--- src/rtl/cst_pkg.sv ---
// cst_pkg: shared types, constants and helper functions for the c subset tokenizer
// no dependencies
package cst_pkg;

    localparam int LINE_W_DEF   = 16;
    localparam int COLUMN_W_DEF = 12;
    localparam int KW_CHARS_DEF = 6;
    localparam int LEN_W        = 12;
    localparam int KIND_W       = 6;
    localparam int ERR_W        = 3;

    // lexer modes, one-hot
    typedef enum logic [16:0] {
        M_IDLE       = 17'h00001,
        M_NUM_INT    = 17'h00002,
        M_NUM_FRAC   = 17'h00004,
        M_IDENT      = 17'h00008,
        M_STR        = 17'h00010,
        M_STR_ESC    = 17'h00020,
        M_CHR_OPEN   = 17'h00040,
        M_CHR_ESC    = 17'h00080,
        M_CHR_CLOSE  = 17'h00100,
        M_SLASH      = 17'h00200,
        M_LINE_CMT   = 17'h00400,
        M_BLOCK      = 17'h00800,
        M_BLOCK_STAR = 17'h01000,
        M_PEND_EQ    = 17'h02000,
        M_PEND_BANG  = 17'h04000,
        M_PEND_LT    = 17'h08000,
        M_PEND_GT    = 17'h10000
    } t_mode;

    // token kinds
    localparam logic [KIND_W-1:0] K_NUMBER  = 6'd0;
    localparam logic [KIND_W-1:0] K_IDENT   = 6'd1;
    localparam logic [KIND_W-1:0] K_KW_INT  = 6'd2;
    localparam logic [KIND_W-1:0] K_KW_FLT  = 6'd3;
    localparam logic [KIND_W-1:0] K_KW_CHR  = 6'd4;
    localparam logic [KIND_W-1:0] K_KW_VOID = 6'd5;
    localparam logic [KIND_W-1:0] K_KW_IF   = 6'd6;
    localparam logic [KIND_W-1:0] K_KW_ELSE = 6'd7;
    localparam logic [KIND_W-1:0] K_KW_WHL  = 6'd8;
    localparam logic [KIND_W-1:0] K_KW_FOR  = 6'd9;
    localparam logic [KIND_W-1:0] K_KW_RET  = 6'd10;
    localparam logic [KIND_W-1:0] K_STRING  = 6'd11;
    localparam logic [KIND_W-1:0] K_CHAR    = 6'd12;
    localparam logic [KIND_W-1:0] K_EQ      = 6'd13;
    localparam logic [KIND_W-1:0] K_NE      = 6'd14;
    localparam logic [KIND_W-1:0] K_LE      = 6'd15;
    localparam logic [KIND_W-1:0] K_GE      = 6'd16;
    localparam logic [KIND_W-1:0] K_PLUS    = 6'd17;
    localparam logic [KIND_W-1:0] K_MINUS   = 6'd18;
    localparam logic [KIND_W-1:0] K_STAR    = 6'd19;
    localparam logic [KIND_W-1:0] K_DIVIDE  = 6'd20;
    localparam logic [KIND_W-1:0] K_ASSIGN  = 6'd21;
    localparam logic [KIND_W-1:0] K_LT      = 6'd22;
    localparam logic [KIND_W-1:0] K_GT      = 6'd23;
    localparam logic [KIND_W-1:0] K_LPAREN  = 6'd24;
    localparam logic [KIND_W-1:0] K_RPAREN  = 6'd25;
    localparam logic [KIND_W-1:0] K_LBRACE  = 6'd26;
    localparam logic [KIND_W-1:0] K_RBRACE  = 6'd27;
    localparam logic [KIND_W-1:0] K_LBRACK  = 6'd28;
    localparam logic [KIND_W-1:0] K_RBRACK  = 6'd29;
    localparam logic [KIND_W-1:0] K_SEMI    = 6'd30;
    localparam logic [KIND_W-1:0] K_COMMA   = 6'd31;
    localparam logic [KIND_W-1:0] K_UNKNOWN = 6'd32;
    localparam logic [KIND_W-1:0] K_EOF     = 6'd33;

    // error codes
    localparam logic [ERR_W-1:0] E_NONE     = 3'd0;
    localparam logic [ERR_W-1:0] E_COMMENT  = 3'd1;
    localparam logic [ERR_W-1:0] E_STRING   = 3'd2;
    localparam logic [ERR_W-1:0] E_CHAR     = 3'd3;
    localparam logic [ERR_W-1:0] E_UNEXPECT = 3'd4;

    // character constants
    localparam logic [7:0] CH_NL    = 8'h0A;
    localparam logic [7:0] CH_UNDER = 8'h5F;

    // keyword text, left aligned, zero padded to six bytes
    localparam int KW_NUM = 9;
    localparam int KW_MAX = 6;
    typedef logic [8*KW_MAX-1:0] t_kw_text;
    localparam t_kw_text KW_TEXT [KW_NUM] = '{
        {"int", 24'h0}, {"float", 8'h0}, {"char", 16'h0}, {"void", 16'h0},
        {"if", 32'h0}, {"else", 16'h0}, {"while", 8'h0}, {"for", 24'h0},
        "return"
    };
    localparam logic [2:0] KW_LEN [KW_NUM] = '{3'd3, 3'd5, 3'd4, 3'd4, 3'd2,
                                               3'd4, 3'd5, 3'd3, 3'd6};

    function automatic logic is_digit(input logic [7:0] c);
        return (c >= "0") && (c <= "9");
    endfunction

    function automatic logic is_letter(input logic [7:0] c);
        return ((c >= "a") && (c <= "z")) || ((c >= "A") && (c <= "Z")) || (c == CH_UNDER);
    endfunction

    function automatic logic is_space(input logic [7:0] c);
        return (c == " ") || ((c >= 8'd9) && (c <= 8'd13));
    endfunction

    // result item
    typedef struct packed {
        logic [KIND_W-1:0] kind;
        logic [ERR_W-1:0]  err;
        logic [31:0]       line;
        logic [23:0]       col;
        logic [LEN_W-1:0]  len;
    } t_tok;

    // results of one step, to the output stage
    typedef struct packed {
        logic  v0;
        logic  v1;
        t_tok  t0;
        t_tok  t1;
    } t_step;

endpackage

--- src/rtl/cst_kw_match.sv ---
// cst_kw_match: classifies the kept identifier prefix as identifier or keyword
// depends on cst_pkg
module cst_kw_match #(
    parameter int KW_CHARS = cst_pkg::KW_CHARS_DEF
) (
    input  logic [8*KW_CHARS-1:0]       i_chars,
    input  logic [cst_pkg::LEN_W-1:0]   i_len,
    output logic [cst_pkg::KIND_W-1:0]  o_kind
);
    import cst_pkg::*;

    // compare the length and the six leading bytes against each keyword (keyword text is zero padded)
    always_comb begin
        o_kind = K_IDENT;
        for (int k = 0; k < KW_NUM; k++) begin
            if ((i_len == LEN_W'(KW_LEN[k])) &&
                (i_chars[8*KW_CHARS-1 -: 8*KW_MAX] == KW_TEXT[k])) begin
                o_kind = KIND_W'(K_KW_INT + KIND_W'(k));
            end
        end
    end
endmodule

--- src/rtl/cst_lexer.sv ---
// cst_lexer: lexer state, position counters and per-byte token decisions
// depends on cst_pkg, cst_kw_match
module cst_lexer #(
    parameter int LINE_W   = cst_pkg::LINE_W_DEF,
    parameter int COLUMN_W = cst_pkg::COLUMN_W_DEF,
    parameter int KW_CHARS = cst_pkg::KW_CHARS_DEF
) (
    input  logic           i_clk,
    input  logic           i_rst_n,
    input  logic           i_step,
    input  logic [7:0]     i_char,
    input  logic           i_eoi,
    output cst_pkg::t_step o_res
);
    import cst_pkg::*;

    localparam logic [LINE_W-1:0]   LINE_MAX = '1;
    localparam logic [COLUMN_W-1:0] COL_MAX  = '1;
    localparam logic [LEN_W-1:0]    LEN_MAX  = '1;

    t_mode               r_mode, n_mode;
    logic [LINE_W-1:0]   r_line, n_line, r_sline, n_sline;
    logic [COLUMN_W-1:0] r_col, n_col, r_scol, n_scol;
    logic [LEN_W-1:0]    r_len, n_len;
    logic [8*KW_CHARS-1:0] r_chars, n_chars;
    logic [KIND_W-1:0]   w_id_kind;
    logic                w_end;
    logic [LEN_W-1:0]    w_grow;

    cst_kw_match #(.KW_CHARS(KW_CHARS)) u_kw (
        .i_chars(r_chars), .i_len(r_len), .o_kind(w_id_kind)
    );

    function automatic t_tok mk(input logic [KIND_W-1:0] k, input logic [ERR_W-1:0] e,
                                input logic [LINE_W-1:0] l, input logic [COLUMN_W-1:0] c,
                                input logic [LEN_W-1:0] n);
        t_tok t;
        t.kind = k;
        t.err  = e;
        t.line = 32'(l);
        t.col  = 24'(c);
        t.len  = n;
        return t;
    endfunction

    assign w_end  = i_eoi || (i_char == 8'd0);
    assign w_grow = (r_len < LEN_MAX) ? r_len + 1'b1 : r_len;

    // next state and results of one byte
    always_comb begin
        logic       disp;
        logic       pend;
        logic [KIND_W-1:0] pk;
        logic [ERR_W-1:0]  pe;
        t_tok       tp, td;
        logic       vd;
        disp    = 1'b0;
        pend    = 1'b0;
        pk      = K_NUMBER;
        pe      = E_NONE;
        vd      = 1'b0;
        td      = mk(K_UNKNOWN, E_UNEXPECT, r_line, r_col, LEN_W'(1));
        n_mode  = r_mode;
        n_line  = r_line;
        n_col   = r_col;
        n_sline = r_sline;
        n_scol  = r_scol;
        n_len   = r_len;
        n_chars = r_chars;
        o_res   = '0;
        if (w_end) begin
            // flush pending token, then end of file, then reset
            pe = E_NONE;
            unique case (r_mode)
                M_NUM_INT, M_NUM_FRAC: begin pend = 1'b1; pk = K_NUMBER; end
                M_IDENT: begin pend = 1'b1; pk = w_id_kind; end
                M_STR, M_STR_ESC: begin pend = 1'b1; pk = K_STRING; pe = E_STRING; end
                M_CHR_OPEN, M_CHR_ESC, M_CHR_CLOSE: begin
                    pend = 1'b1; pk = K_CHAR; pe = E_CHAR;
                end
                M_SLASH: begin pend = 1'b1; pk = K_DIVIDE; end
                M_PEND_EQ: begin pend = 1'b1; pk = K_ASSIGN; end
                M_PEND_BANG: begin pend = 1'b1; pk = K_UNKNOWN; pe = E_UNEXPECT; end
                M_PEND_LT: begin pend = 1'b1; pk = K_LT; end
                M_PEND_GT: begin pend = 1'b1; pk = K_GT; end
                default: ;
            endcase
            tp = mk(pk, pe, r_sline, r_scol, r_len);
            td = mk(K_EOF, (r_mode == M_BLOCK || r_mode == M_BLOCK_STAR) ? E_COMMENT : E_NONE,
                    r_line, r_col, '0);
            if (pend) begin
                o_res.v0 = 1'b1; o_res.t0 = tp; o_res.v1 = 1'b1; o_res.t1 = td;
            end else begin
                o_res.v0 = 1'b1; o_res.t0 = td;
            end
            n_mode  = M_IDLE;
            n_line  = LINE_W'(1);
            n_col   = COLUMN_W'(1);
            n_sline = '0;
            n_scol  = '0;
            n_len   = '0;
            n_chars = '0;
        end else begin
            unique case (r_mode)
                M_NUM_INT: begin
                    if (is_digit(i_char)) n_len = w_grow;
                    else if (i_char == ".") begin n_len = w_grow; n_mode = M_NUM_FRAC; end
                    else begin pend = 1'b1; pk = K_NUMBER; disp = 1'b1; end
                end
                M_NUM_FRAC: begin
                    if (is_digit(i_char)) n_len = w_grow;
                    else begin pend = 1'b1; pk = K_NUMBER; disp = 1'b1; end
                end
                M_IDENT: begin
                    if (is_letter(i_char) || is_digit(i_char)) begin
                        for (int i = 0; i < KW_CHARS; i++) begin
                            if (r_len == LEN_W'(i)) n_chars[8*(KW_CHARS-1-i) +: 8] = i_char;
                        end
                        n_len = w_grow;
                    end else begin
                        pend = 1'b1; pk = w_id_kind; disp = 1'b1;
                    end
                end
                M_STR: begin
                    n_len = w_grow;
                    if (i_char == "\\") n_mode = M_STR_ESC;
                    else if (i_char == "\"") begin
                        o_res.v0 = 1'b1;
                        o_res.t0 = mk(K_STRING, E_NONE, r_sline, r_scol, w_grow);
                        n_mode = M_IDLE;
                    end
                end
                M_STR_ESC: begin n_len = w_grow; n_mode = M_STR; end
                M_CHR_OPEN: begin
                    n_len = w_grow;
                    n_mode = (i_char == "\\") ? M_CHR_ESC : M_CHR_CLOSE;
                end
                M_CHR_ESC: begin n_len = w_grow; n_mode = M_CHR_CLOSE; end
                M_CHR_CLOSE: begin
                    if (i_char == "'") begin
                        n_len = w_grow;
                        o_res.v0 = 1'b1;
                        o_res.t0 = mk(K_CHAR, E_NONE, r_sline, r_scol, w_grow);
                        n_mode = M_IDLE;
                    end else begin
                        pend = 1'b1; pk = K_CHAR; pe = E_CHAR; disp = 1'b1;
                    end
                end
                M_SLASH: begin
                    if (i_char == "/") n_mode = M_LINE_CMT;
                    else if (i_char == "*") n_mode = M_BLOCK;
                    else begin pend = 1'b1; pk = K_DIVIDE; disp = 1'b1; end
                end
                M_LINE_CMT: if (i_char == CH_NL) n_mode = M_IDLE;
                M_BLOCK: if (i_char == "*") n_mode = M_BLOCK_STAR;
                M_BLOCK_STAR: begin
                    if (i_char == "/") n_mode = M_IDLE;
                    else if (i_char != "*") n_mode = M_BLOCK;
                end
                M_PEND_EQ, M_PEND_BANG, M_PEND_LT, M_PEND_GT: begin
                    if (i_char == "=") begin
                        n_len = LEN_W'(2);
                        o_res.v0 = 1'b1;
                        o_res.t0 = mk((r_mode == M_PEND_EQ) ? K_EQ :
                                      (r_mode == M_PEND_BANG) ? K_NE :
                                      (r_mode == M_PEND_LT) ? K_LE : K_GE,
                                      E_NONE, r_sline, r_scol, LEN_W'(2));
                        n_mode = M_IDLE;
                    end else begin
                        pend = 1'b1;
                        disp = 1'b1;
                        pk = (r_mode == M_PEND_EQ) ? K_ASSIGN :
                             (r_mode == M_PEND_BANG) ? K_UNKNOWN :
                             (r_mode == M_PEND_LT) ? K_LT : K_GT;
                        pe = (r_mode == M_PEND_BANG) ? E_UNEXPECT : E_NONE;
                    end
                end
                default: disp = 1'b1;
            endcase
            // start of a new lexeme at this byte
            if (disp) begin
                n_mode = M_IDLE;
                if (is_space(i_char)) begin
                end else if (is_digit(i_char) || is_letter(i_char) || i_char == "\"" ||
                             i_char == "'" || i_char == "/" || i_char == "=" ||
                             i_char == "!" || i_char == "<" || i_char == ">") begin
                    n_sline = r_line;
                    n_scol  = r_col;
                    n_len   = LEN_W'(1);
                    if (is_digit(i_char)) n_mode = M_NUM_INT;
                    else if (is_letter(i_char)) begin
                        n_mode  = M_IDENT;
                        n_chars = '0;
                        n_chars[8*KW_CHARS-1 -: 8] = i_char;
                    end else if (i_char == "\"") n_mode = M_STR;
                    else if (i_char == "'") n_mode = M_CHR_OPEN;
                    else if (i_char == "/") n_mode = M_SLASH;
                    else if (i_char == "=") n_mode = M_PEND_EQ;
                    else if (i_char == "!") n_mode = M_PEND_BANG;
                    else if (i_char == "<") n_mode = M_PEND_LT;
                    else n_mode = M_PEND_GT;
                end else begin
                    vd = 1'b1;
                    td = mk(K_UNKNOWN, E_UNEXPECT, r_line, r_col, LEN_W'(1));
                    unique case (i_char)
                        "+": td.kind = K_PLUS;
                        "-": td.kind = K_MINUS;
                        "*": td.kind = K_STAR;
                        "(": td.kind = K_LPAREN;
                        ")": td.kind = K_RPAREN;
                        "{": td.kind = K_LBRACE;
                        "}": td.kind = K_RBRACE;
                        "[": td.kind = K_LBRACK;
                        "]": td.kind = K_RBRACK;
                        ";": td.kind = K_SEMI;
                        ",": td.kind = K_COMMA;
                        default: ;
                    endcase
                    if (td.kind != K_UNKNOWN) td.err = E_NONE;
                end
            end
            // pack the pending flush and the dispatched token in order
            tp = mk(pk, pe, r_sline, r_scol, r_len);
            if (pend) begin
                o_res.v0 = 1'b1; o_res.t0 = tp;
                o_res.v1 = vd;   o_res.t1 = td;
            end else if (vd) begin
                o_res.v0 = 1'b1; o_res.t0 = td;
            end
            // position counters
            if (i_char == CH_NL) begin
                if (r_line < LINE_MAX) n_line = r_line + 1'b1;
                n_col = COLUMN_W'(1);
            end else if (r_col < COL_MAX) begin
                n_col = r_col + 1'b1;
            end
        end
    end

    // state registers
    always_ff @(posedge i_clk) begin
        if (!i_rst_n) begin
            r_mode  <= M_IDLE;
            r_line  <= LINE_W'(1);
            r_col   <= COLUMN_W'(1);
            r_sline <= '0;
            r_scol  <= '0;
            r_len   <= '0;
            r_chars <= '0;
        end else if (i_step) begin
            r_mode  <= n_mode;
            r_line  <= n_line;
            r_col   <= n_col;
            r_sline <= n_sline;
            r_scol  <= n_scol;
            r_len   <= n_len;
            r_chars <= n_chars;
        end
    end
endmodule

--- config.mk ---
export PLATFORM = sky130hd
export DESIGN_NAME = cst_lexer
export DESIGN_NICKNAME = d
export VERILOG_FILES = /design/src/rtl/cst_pkg.sv /design/src/rtl/cst_kw_match.sv /design/src/rtl/cst_lexer.sv
export SDC_FILE = /design/constraint.sdc
export NUM_CORES = 1
export LEC_CHECK = 0
export ABC_CLOCK_PERIOD_IN_PS = 3400
export BUFFER_PORTS_ARGS = -buffer_cell sky130_fd_sc_hd__buf_2
export CORE_ASPECT_RATIO = 0.9
export CORE_MARGIN = 1
export CORE_UTILIZATION = 52
export DETAILED_ROUTE_END_ITERATION = 8
export HOLD_SLACK_MARGIN = 0.06
export PLACE_DENSITY = 0.78
export SLEW_MARGIN = 5
export SYNTH_ARGS = -nofsm -noshare
export SYNTH_HDL_FRONTEND = slang
export SYNTH_SLANG_ARGS = --single-unit
--- constraint.sdc ---
create_clock -name i_clk -period 3.4 [get_ports i_clk]
set_input_delay 0.51 -clock i_clk [delete_from_list [all_inputs] [get_ports i_clk]]
set_output_delay 0.51 -clock i_clk [all_outputs]
set_load 0.05 [all_outputs]
* Yosys cells after proc, flatten, opt, wreduce, memory -nomap -nowiden
Index checks and enable logic that the tools add are counted.
W data, S select, Z words.
** Storage, ports and cells
- Register bits after elaboration :: 133
- Input port bits :: 12
- Output and inout port bits :: 156
- Logic and storage cells :: 272
** Operators by class
- Add/subtract/negate cells :: 3
- Order comparisons :: 11
- Equality and inequality tests :: 66
- Multiplexer cells :: 141
- Reduce and logical (&&, ||, !) cells :: 44
** Operator list (count)
- $mux W77 :: 8
- $eq A48 B47 Y1 const B :: 9
- $mux W17 :: 24
- $mux W48 :: 8
- $pmux W76 S3 :: 1
- $mux W75 :: 3
- $mux W12 :: 18
- $pmux W17 S11 :: 1
- $mux W156 :: 1
- $eq A8 B6 Y1 const B :: 16
- $mux W16 :: 7
- $mux W76 :: 1
- $pmux W12 S6 :: 1
- $pmux W6 S11 :: 1
- $eq A8 B7 Y1 const B :: 6
- $mux W6 :: 8
- $mux W8 :: 6
- $pmux W6 S8 :: 1
- $eq A12 B3 Y1 const B :: 3
- $mux W1 :: 26
- $mux W5 :: 5
- $add A12 B1 Y12 const B :: 2
- $eq A12 B2 Y1 const B :: 2
- $lt A12 B12 Y1 const B :: 2
- other kinds (59) :: 105

* Longest topological paths before layout
- Depth after elaboration :: 24
- Depth in mapped cells :: 13
- Mapped depth without buffers :: 10

* Modules after synthesis
A second synthesis with hierarchy kept.
** Second synthesis, totals
- Cells, all modules :: 1218
- Area total of the unflattened synthesis :: 9454.1 µm²
** Modules (own cells, without submodules)
- cst_lexer :: instances 1, cells each 1115, area an instance 8748.4 µm², sequential area each 2662.6 µm²
- cst_kw_match :: instances 1, cells each 103, area an instance 705.7 µm², sequential area each 0.0 µm²

* Worst setup path before layout
Ideal clock, no wire load.
- Path kind :: input-to-output
- Start :: input port i_char[7]
- End :: output port o_res[120] in the netlist's numbering
- Data arrival time :: 4.024 ns
- Data required time :: 2.890 ns
- Setup slack :: -1.134 ns
- Stages on the path :: 10
- Path buffers :: 2
- Cells stage by stage :: or4b_1 buf_2 or4_1 or4b_1 nand2_1 nor2_1 o211ai_1 clkbuf_1 nand2_1 o21ai_1
** RTL lines
- start: declaration :: line cst_lexer.sv:11 : input logic [7:0] i_char,
- end: declaration :: line cst_lexer.sv:13 : output cst_pkg::t_step o_res

==> out/qor.yml <==
boundaryPins: 168
final_util_pct: 82.9
syn_avg_cell_area_sq_um: 7.60
ir_worst_vdd_mv: 0.387
drt_iter0_drc: 1644
arrival_ns: 3.92
numCtsBuffers: 17
final_common_cell: "buf_4"
failed_checks: "negative setup slack"
clockBufferDepth: 2
async_flop_share_pct: 0
yosys_warnings: 0
vias: 12000
status: "finished with violations"
final_cell_mix: "buf_4 (198), dfxtp_1 (128), nand2_1 (112), nor2_1 (88), a22o_1 (71)"
dieArea_sq_um: 18400
p_leak_nw: 5.80
required_ns: 2.89
critPathMaxStageDelay_ns: 0.37
htree_levels: 4
numPortBuffers: 98
drive_gt1_share_pct: 39.7
end_kind: "output pin"
grt_usage_pct: 37.7
max_cap_viol_count: 0
setup_viol: 173
final_nets: 1525
hold_path_class: "primary input to flop"
start_util_pct: 54.1
tightest_slew_ns: 1.13
cts_root_buf: "clkbuf_16"
worst_path_most_repeated_cell: "buf_4"
startpoint_type: "flop"
worst_slack_ns: -1.03
slew_viol_final: 0
gp_congestion: 1.01
fmax_mhz: 226
first_global_vias: 9920
synthFlopType: "dfxtp_1"
critPathKind: "flop to output pin"
synth_seq_cells: 133
vias_per_cell: 6.82
fin_tns_setup_ns: -63.30
dp_hpwl_um: 23800
ant_nets: 0
holdWs_ns: 0.378
drt-pass1-iter-count: 9
power_mw: 4.24
antenna_found_initial: 1
postLayoutCellArea_sq_um: 14200
dp.cells: 1670
grt_pass1_wl_um: 54000
insertion_delay_ns: 0.44
drc: 0
cts.clk_slew.worst_paths_ns: 0.06
syn_area_sq_um: 9290
routed_wl_um: 45100
hold_violations: 0
slew_headroom_pct: 23.8
dpl_cell_area_sq_um: 11700
path_cells: "nor4_2, buf_4, buf_4, nand4_1, o32ai_2, o21ai_2, and3_4, buf_4, o31ai_4, buf_6, buf_12, nand2_1, o21ai_4, buf_6"
ys_seq_area_share_pct: 28.7
synth_edf_count: 0
slowest_stage: "o32ai_2"
powerDensity_nw_per_um2: 298
area_growth_pct: 53.2
synth_cell_types: 87
fin_crit_sh_pct: 130
design.core.area_sq_um: 17200
overflow: 0
fin_worst_skew_ns: 0.0105
fin_crit_ns: 4.43
rows: 45
cts.sinks: 133
die_w_um: 143
grt_max_degree: 35
tritoncts: "yes"
synthCells: 1222
dp_slack_ns: -0.503
grt_setup_unrepaired: "true"
cp_max_fo: 14
finalNonFillerCells: 1754
avgRoutedWirePerCell_um: 25.7
dieHeight_um: 129
[where the power goes]
| part | switching [mW] | internal [mW] | leakage (nW) | total (mW) |
|---|---|---|---|---|
| Sequential | 0.0165 | 1.57 | 1.07 | 1.58 |
| Clock | 0.755 | 0.963 | 0.261 | 1.72 |
| Combinational | 0.638 | 0.300 | 4.46 | 0.937 |
| Total | 1.41 | 2.83 | 5.80 | 4.24 |
[worst paths after layout]
check | start | to | slack, ns | depth (start not counted)
setup reg to reg | r_mode[11] | r_scol[11] | -0.25 | 17
setup / recovery | r_mode[11] | o_res[116] | -1.03 | 14
hold reg to reg | r_chars[39] | r_chars[39] | 0.46 | 1
hold / removal | i_rst_n | r_line[0] | 0.38 | 2
[critical path, delay by kind of cell (launching register included)]
kind / cells / cell delay [ns]
AO/OA/AOI/OAI: 4 / 0.96
flip-flops: 1 / 0.34
buffers and inverters: 6 / 1.14
AND/OR/NAND/NOR: 4 / 1.01
[cells in the mapped netlist (all sizes together) (4+ instances only)]
| cell type | number | area share (%) |
|---|---|---|
| a211oi | 6 | 0.67 |
| a21boi | 5 | 0.40 |
| a21oi | 56 | 3.0 |
| a22o | 73 | 6.9 |
| a22oi | 5 | 1.0 |
| a31oi | 14 | 0.94 |
| and2 | 14 | 0.94 |
| and3 | 49 | 3.4 |
| and4 | 4 | 0.38 |
| buf | 91 | 7.2 |
| clkbuf | 56 | 2.3 |
| dfxtp | 133 | 29 |
| ha | 6 | 0.81 |
| inv | 13 | 0.53 |
| mux2i | 6 | 0.65 |
| nand2 | 157 | 6.3 |
| nand2b | 12 | 0.81 |
| nand3 | 49 | 2.7 |
| nand3b | 10 | 0.81 |
| nand4 | 32 | 2.2 |
| nand4b | 9 | 0.85 |
| nor2 | 103 | 4.2 |
| nor2b | 7 | 0.47 |
| nor3 | 45 | 2.5 |
| nor3b | 5 | 0.40 |
| nor4 | 27 | 2.3 |
| nor4b | 10 | 0.94 |
| o211ai | 8 | 0.65 |
| o21a | 4 | 0.32 |
| o21ai | 77 | 4.6 |
| o22ai | 4 | 0.27 |
| o31ai | 11 | 1.0 |
| or2 | 11 | 0.74 |
| or3 | 13 | 0.88 |
| or4 | 17 | 1.4 |
| or4b | 8 | 0.86 |
| xnor2 | 7 | 0.66 |
| xor2 | 22 | 2.1 |
[state kept, by name (all words and copies together), names as in the netlist]
name / flops
r_len: 12
r_chars: 48
r_mode: 17
r_sline: 16
r_scol: 12
r_col: 12
r_line: 16
[kinds of logic (layout without fill, tap and decap cells)]
group | Yosys count | in the layout | share of synthesized area, %
DFF | 133 | 133 | 28.7
AOI/OAI and AO/OA | 292 | 292 | 22.7
muxes | 6 | 6 | 0.647
other | 1 | 70 | 0.0404
and+or+nand+nor | 594 | 595 | 34.4
xor gates and xnor gates | 29 | 29 | 2.74
buffers and inverters | 161 | 388 | 10.1
adders and majority gates | 6 | 6 | 0.808
[what timing repair did]
| action | 4_1_cts | 5_1_grt |
|---|---|---|
| pin swaps | 13 | 66 |
| gates resized for setup | 201 | 195 |
| setup endpoints to repair | 85 | 158 |
| cloned | 2 | 8 |
| hold buffers | 0 | 0 |
| setup buffers | 15 | 32 |
| endpoints found under the hold margin | 0 | 0 |
[metal layers]
metal / global-route usage, % / share of wire, %
met1: 49.5 / 35
met2: 61.3 / 43
met3: 6.77 / 13
met4: 15.1 / 8.7
met5: 0 / 0.10
[cell type report]
type / count / area (sq um)
inverters: 14 / 55.1
well taps: 235 / 294
flip-flops and latches: 133 / 2670
clock inverters: 11 / 78.8
diodes: 1 / 2.50
repair buffers: 344 / 3460
multi-input cells: 997 / 7210
fillers: 954 / 2940
clock buffers: 19 / 453
No activity file was read; power rests on OpenSTA's default activity.
